[src/rtl/core/spq_pkg.sv]
// shared types, codes and defaults for the stable priority queue
package spq_pkg;

    localparam int DEPTH_DEF     = 16;
    localparam int DATA_BITS_DEF = 32;
    localparam int MAX_PRIO_DEF  = 16;

    localparam int PRIO_W     = 5;
    localparam int FIELD_DW   = 32;
    localparam int STATUS_W   = 2;
    localparam int OCC_W      = 5;
    localparam int DATA_W_MAX = 64;

    localparam logic CMD_ENQ = 1'b0;
    localparam logic CMD_DEQ = 1'b1;

    localparam logic [STATUS_W-1:0] ST_ENQ   = 2'd0;
    localparam logic [STATUS_W-1:0] ST_DEQ   = 2'd1;
    localparam logic [STATUS_W-1:0] ST_EMPTY = 2'd2;
    localparam logic [STATUS_W-1:0] ST_FULL  = 2'd3;

    typedef struct packed {
        logic                cmd;
        logic [PRIO_W-1:0]   prio_in;
        logic [FIELD_DW-1:0] data_in;
    } spq_req_t;

    typedef struct packed {
        logic [STATUS_W-1:0] status;
        logic [FIELD_DW-1:0] data_out;
        logic [PRIO_W-1:0]   prio_out;
        logic [OCC_W-1:0]    occupancy;
    } spq_rsp_t;

    // broadcast to every cell of the chain
    typedef struct packed {
        logic              ins;
        logic              rem;
        logic [PRIO_W-1:0] prio;
    } spq_ctl_t;

endpackage

[src/rtl/core/spq_cell.sv]
// one slot of the sorted chain: holds an entry and shifts with its neighbors
module spq_cell #(
    parameter int DATA_BITS = spq_pkg::DATA_BITS_DEF
) (
    input  logic                         clk,
    input  spq_pkg::spq_ctl_t            ctl,
    input  logic [DATA_BITS-1:0]         new_data,
    input  logic                         occ,
    input  logic                         left_keep,
    input  logic [spq_pkg::PRIO_W-1:0]   left_prio,
    input  logic [DATA_BITS-1:0]         left_data,
    input  logic [spq_pkg::PRIO_W-1:0]   right_prio,
    input  logic [DATA_BITS-1:0]         right_data,
    output logic                         keep,
    output logic [spq_pkg::PRIO_W-1:0]   prio,
    output logic [DATA_BITS-1:0]         data
);
    import spq_pkg::*;

    logic [PRIO_W-1:0]    prio_reg;
    logic [PRIO_W-1:0]    prio_next;
    logic [DATA_BITS-1:0] data_reg;
    logic [DATA_BITS-1:0] data_next;

    // entries at or below the new priority stay put
    assign keep = occ && (prio_reg <= ctl.prio);

    always_comb
    begin
        prio_next = prio_reg;
        data_next = data_reg;
        if (ctl.ins && !keep)
        begin
            if (left_keep)
            begin
                prio_next = ctl.prio;
                data_next = new_data;
            end
            else
            begin
                prio_next = left_prio;
                data_next = left_data;
            end
        end
        else if (ctl.rem)
        begin
            prio_next = right_prio;
            data_next = right_data;
        end
    end

    always_ff @(posedge clk)
    begin
        prio_reg <= prio_next;
        data_reg <= data_next;
    end

    assign prio = prio_reg;
    assign data = data_reg;

endmodule

[src/rtl/core/stable_priority_queue.sv]
// top level: stable bounded priority queue built as a shifting chain of cells
// a request's response is registered and valid in the cycle after acceptance
// one request per cycle while the response side keeps up; every cell compares and shifts in parallel
// a new request is taken while the response waits, if the response is taken the same cycle
// reset clears the entry count and the response valid; cell contents are not reset
module stable_priority_queue #(
    parameter int DEPTH     = spq_pkg::DEPTH_DEF,
    parameter int DATA_BITS = spq_pkg::DATA_BITS_DEF,
    parameter int MAX_PRIO  = spq_pkg::MAX_PRIO_DEF
) (
    input  logic              clk,
    input  logic              rst_n,
    input  logic              req_valid,
    output logic              req_ready,
    input  spq_pkg::spq_req_t req,
    output logic              rsp_valid,
    input  logic              rsp_ready,
    output spq_pkg::spq_rsp_t rsp
);
    import spq_pkg::*;

    localparam int CNT_W = $clog2(DEPTH + 1);

    logic [CNT_W-1:0]     count_reg;
    logic [CNT_W-1:0]     count_next;
    logic                 rsp_valid_reg;
    logic                 rsp_valid_next;
    spq_rsp_t             rsp_reg;
    spq_rsp_t             rsp_next;

    logic                 fire;
    logic                 is_full;
    logic                 is_empty;
    logic [PRIO_W-1:0]    prio_sat;
    logic [DATA_W_MAX-1:0] data_wide;
    logic [DATA_W_MAX-1:0] front_wide;
    logic [DATA_BITS-1:0] new_data;
    spq_ctl_t             ctl;

    logic [DEPTH-1:0]     occ;
    logic [DEPTH-1:0]     keep_w;
    logic [PRIO_W-1:0]    prio_w [DEPTH];
    logic [DATA_BITS-1:0] data_w [DEPTH];

    assign req_ready = !rsp_valid_reg || rsp_ready;
    assign fire      = req_valid && req_ready;
    assign is_full   = (count_reg == CNT_W'(DEPTH));
    assign is_empty  = (count_reg == '0);

    assign prio_sat   = (int'(req.prio_in) > MAX_PRIO) ? PRIO_W'(MAX_PRIO) : req.prio_in;
    assign data_wide  = DATA_W_MAX'(req.data_in);
    assign new_data   = data_wide[DATA_BITS-1:0];
    assign front_wide = DATA_W_MAX'(data_w[0]);

    assign ctl.ins  = fire && (req.cmd == CMD_ENQ) && !is_full;
    assign ctl.rem  = fire && (req.cmd == CMD_DEQ) && !is_empty;
    assign ctl.prio = prio_sat;

    for (genvar i = 0; i < DEPTH; i++)
    begin : g_cell
        assign occ[i] = (CNT_W'(i) < count_reg);

        if (i == 0)
        begin : g_head
            spq_cell #(.DATA_BITS(DATA_BITS)) u_cell (
                .clk        (clk),
                .ctl        (ctl),
                .new_data   (new_data),
                .occ        (occ[i]),
                .left_keep  (1'b1),
                .left_prio  (prio_sat),
                .left_data  (new_data),
                .right_prio (prio_w[i+1]),
                .right_data (data_w[i+1]),
                .keep       (keep_w[i]),
                .prio       (prio_w[i]),
                .data       (data_w[i])
            );
        end
        else if (i == DEPTH - 1)
        begin : g_tail
            spq_cell #(.DATA_BITS(DATA_BITS)) u_cell (
                .clk        (clk),
                .ctl        (ctl),
                .new_data   (new_data),
                .occ        (occ[i]),
                .left_keep  (keep_w[i-1]),
                .left_prio  (prio_w[i-1]),
                .left_data  (data_w[i-1]),
                .right_prio (prio_w[i]),
                .right_data (data_w[i]),
                .keep       (keep_w[i]),
                .prio       (prio_w[i]),
                .data       (data_w[i])
            );
        end
        else
        begin : g_mid
            spq_cell #(.DATA_BITS(DATA_BITS)) u_cell (
                .clk        (clk),
                .ctl        (ctl),
                .new_data   (new_data),
                .occ        (occ[i]),
                .left_keep  (keep_w[i-1]),
                .left_prio  (prio_w[i-1]),
                .left_data  (data_w[i-1]),
                .right_prio (prio_w[i+1]),
                .right_data (data_w[i+1]),
                .keep       (keep_w[i]),
                .prio       (prio_w[i]),
                .data       (data_w[i])
            );
        end
    end

    always_comb
    begin
        count_next = count_reg;
        if (ctl.ins)
        begin
            count_next = count_reg + CNT_W'(1);
        end
        else if (ctl.rem)
        begin
            count_next = count_reg - CNT_W'(1);
        end
    end

    always_comb
    begin
        rsp_next           = rsp_reg;
        rsp_valid_next     = rsp_valid_reg;
        if (rsp_ready)
        begin
            rsp_valid_next = 1'b0;
        end
        if (fire)
        begin
            rsp_valid_next     = 1'b1;
            rsp_next.data_out  = '0;
            rsp_next.prio_out  = '0;
            rsp_next.occupancy = OCC_W'(count_next);
            if (req.cmd == CMD_ENQ)
            begin
                rsp_next.status = is_full ? ST_FULL : ST_ENQ;
            end
            else if (is_empty)
            begin
                rsp_next.status = ST_EMPTY;
            end
            else
            begin
                rsp_next.status   = ST_DEQ;
                rsp_next.data_out = front_wide[FIELD_DW-1:0];
                rsp_next.prio_out = prio_w[0];
            end
        end
    end

    always_ff @(posedge clk or negedge rst_n)
    begin
        if (!rst_n)
        begin
            count_reg     <= '0;
            rsp_valid_reg <= 1'b0;
        end
        else
        begin
            count_reg     <= count_next;
            rsp_valid_reg <= rsp_valid_next;
        end
    end

    always_ff @(posedge clk)
    begin
        rsp_reg <= rsp_next;
    end

    assign rsp_valid = rsp_valid_reg;
    assign rsp       = rsp_reg;

endmodule

[config.mk]
export PLATFORM = sky130hd
export DESIGN_NAME = stable_priority_queue
export DESIGN_NICKNAME = d
export VERILOG_FILES = /design/src/rtl/core/spq_pkg.sv /design/src/rtl/core/spq_cell.sv /design/src/rtl/core/stable_priority_queue.sv
export SDC_FILE = /design/constraint.sdc
export NUM_CORES = 2
export LEC_CHECK = 0
export BUFFER_PORTS_ARGS = -buffer_cell sky130_fd_sc_hd__clkbuf_2
export CAP_MARGIN = 20
export CELL_PAD_IN_SITES_DETAIL_PLACEMENT = 1
export CELL_PAD_IN_SITES_GLOBAL_PLACEMENT = 2
export CORE_MARGIN = 2
export CORE_UTILIZATION = 43
export DETAILED_ROUTE_END_ITERATION = 10
export HOLD_SLACK_MARGIN = 0.15
export MAX_ROUTING_LAYER = met4
export PLACE_DENSITY = 0.8
export SYNTH_ARGS = -nofsm -noshare
export SYNTH_HDL_FRONTEND = slang
export SYNTH_SLANG_ARGS = --single-unit
export TNS_END_PERCENT = 30
[constraint.sdc]
create_clock -name clk -period 7.4 [get_ports clk]
set_clock_uncertainty 0.05 [all_clocks]
set_input_delay 1.11 -clock clk [delete_from_list [all_inputs] [get_ports clk]]
set_output_delay 1.11 -clock clk [all_outputs]
set_load 0.03 [all_outputs]
==> qor.csv <==
metric,value,unit
outcome,"complete, no violations",
fin_area,0.0373,mm^2
finalMaxSlewViolations,0,
cts_hold_buf,0,
fillers,8209,
cts.sinks,642,
wl_per_cell,25.4,um
cts_tree,done,
fin_nets,3076,
clk_latency,0.63,ns
grt_util_all_layers,0.263,
critical_path_class,in2reg,
setup_ws,2.31,ns
r2r.worst_path.cells,7,
port_buffers,87,
setup_tns,0,ns
r2r_end,g_cell[0].g_head.u_cell.data[19],
cts_root_buf,clkbuf_16,
grt_pass1_wl,158,mm
vias,23800,
die_w,284,um
startpoint_type,input pin,
total_power,13.6,mW
synth-seq-cells,642,
async_reset_ff_frac,0.00935,
syn2layout_area_growth,10.9,%
grt_max_degree,76,
r2r_start,count_reg[1],
numCtsBuffers,75,
final.min_clock_period,5.09,ns
final_layout_size_suffix_gt1_frac,0.126,
finalWeightedCongestion,0.854,
overflow,0,
worstMarginPinSlew,1.11,ns
final.period_utilization,0.687,
largest_reg_flops,448,
via_per_inst,5.87,
drc_errors,0,
endpoint_kind,flop,
clkTransAtPathRegs,0.06,ns
rsz0062_at_grt,no,
placed_area,0.0349,mm^2
io_pins,88,
drt_wl_total,103,mm
cts_resized,0,
core.rowCount,102,
dr.pass1.iters,5,
synthesis.nets,3082,
power_density,366,mW/mm^2
die_y,284,um
ys.flop_type,edfxtp_1,
initial_core_util,0.434,
max-vdd-ir-drop,0.000213,V
antenna_found_initial,3,
clockBufferDepth,3,
postCtsSetupBuffers,0,
grt_pass1_vias,25600,
yosysSeqAreaShare,0.572,
h-tree-depth,3,
p_leak,14.4,nW
crit_start,req[36],
finalSetupViolCount,0,
dieArea,0.0805,mm^2
drt_iter0_drc,1695,
holdWs,0.252,ns
max_freq,197,MHz
syn_area_per_cell,11.4,um^2
cp.arrival,5.33,ns
ant_nets,0,
crit_path_max_fanout,37,
hp-class,in2async,
syn-instance-count,2957,
synth_cell_types,52,
dpl.hpwl,63.1,mm
maxSlewHeadroom,0.260,
maxCapViolCount,0,
ys_warn_count,0,
core_area,0.0775,mm^2
syn_area,0.0337,mm^2
required,7.64,ns
hold_viol,0,
synth_edf_count,636,
place_ws,1.49,ns
reg2reg_slack,3.18,ns
[cells by family after synthesis]
logic type,Yosys count,share of synthesized area
AND/OR/NAND/NOR,832,0.102
flip-flops,642,0.572
AO/OA/AOI/OAI,628,0.100
multiplexers,505,0.155
buffers and inverters,263,0.0387
adder cells (fa/ha/maj),83,0.0309
XOR/XNOR,4,0.00104
[cell usage after synthesis (2+ instances only)]
master / number / area share
nand2_1: 591 / 0.066
o211ai_1: 7 / 0.0016
a221o_1: 2 / 0.00059
nand2b_1: 9 / 0.0017
o221ai_1: 2 / 0.00052
buf_6: 12 / 0.0040
nand4_1: 11 / 0.0020
mux2_4: 19 / 0.0085
nor2_1: 139 / 0.016
o21a_1: 5 / 0.0011
xnor2_1: 2 / 0.00052
dfrtp_1: 6 / 0.0045
a31oi_1: 75 / 0.014
nand3_1: 7 / 0.0010
and2_1: 39 / 0.0072
mux2_2: 55 / 0.018
o21ai_1: 204 / 0.030
ha_1: 83 / 0.031
inv_1: 34 / 0.0038
or2_1: 3 / 0.00056
a21o_1: 5 / 0.0011
clkbuf_1: 83 / 0.0093
a211o_1: 4 / 0.0010
xor2_1: 2 / 0.00052
or3b_1: 2 / 0.00052
a21oi_1: 77 / 0.011
and4_1: 3 / 0.00078
buf_2: 110 / 0.016
o31ai_1: 2 / 0.00045
or2_2: 3 / 0.00056
nor2_4: 5 / 0.0017
mux2i_1: 431 / 0.13
and3_1: 2 / 0.00037
o22ai_1: 3 / 0.00056
edfxtp_1: 636 / 0.57
buf_4: 23 / 0.0051
nor2b_1: 13 / 0.0024
a211oi_1: 5 / 0.0011
o21ai_0: 230 / 0.034
[worst max-delay path by stage]
stage	endpoint	slack [ns]	cells past startpoint
after floorplan	g_cell[9].g_mid.u_cell.data[0]	0.74	12
after global placement	g_cell[10].g_mid.u_cell.data[4]	1.55	12
after detailed placement	g_cell[10].g_mid.u_cell.data[7]	1.49	12
after CTS	g_cell[10].g_mid.u_cell.data[18]	2.09	12
after global routing	g_cell[0].g_head.u_cell.data[15]	2.16	12
final	g_cell[9].g_mid.u_cell.data[7]	2.31	12
[layout make-up]
type,instances,area [um^2],share of cell area
multi-input cells,2052,13400,0.358
inverters,34,128,0.00342
clock inverters,40,348,0.00932
diodes,1,2.50,0.0000670
clock buffers,96,2020,0.0541
repair buffers,146,916,0.0245
flip-flops and latches,642,19200,0.516
well taps,1040,1300,0.0349
[worst max-delay path, stage by stage]
cell and delay [ns]:
clkbuf_2 0.50, nor2b_1 0.14, buf_4 0.23, inv_1 0.64, ha_1 0.38, o21ai_0 0.18
a21oi_1 0.06, o221ai_1 0.35, and2_2 0.75, buf_4 0.50, o21ai_4 0.07, buf_4 0.33
[layout by cell type (no fill, tap or decap), types with 11 or more instances in the layout]
cell type and count:
clkbuf_1 18, o21ai_1 196, nor2b_1 12, o21ai_4 11, buf_4 56, o21ai_0 227
nand2_2 14, nor2_1 137, clkbuf_2 87, mux2_4 19, clkbuf_16 78, mux2_2 55
nand4_1 11, a31oi_1 75, a21oi_1 74, edfxtp_1 636, nand2_1 577, clkinv_2 12
clkinv_1 16, and2_1 38, inv_1 33, ha_1 83, mux2i_1 431
[through the flow]
step	cells	util
3_3_place_gp	3911	0.450
3_5_place_dp	3912	0.451
2_1_floorplan	2957	-
5_1_grt	4051	0.482
6_report	4051	0.482
4_1_cts	4048	0.481
[where the power goes]
group	switching [mW]	total [mW]	internal [mW]
combinational	2.96	4.54	1.57
clock	1.55	3.66	2.11
sequential	0.422	5.44	5.02
total	4.94	13.6	8.71
[metal layers]
metal,global-route usage,share of wire,vias up
met5,-,0,-
met4,0.0888,0.030,0
met3,0.0404,0.060,173
met2,0.421,0.47,635
met1,0.342,0.44,12300
li1,-,-,10700
Note: power is estimated with default switching activity, not from simulation.
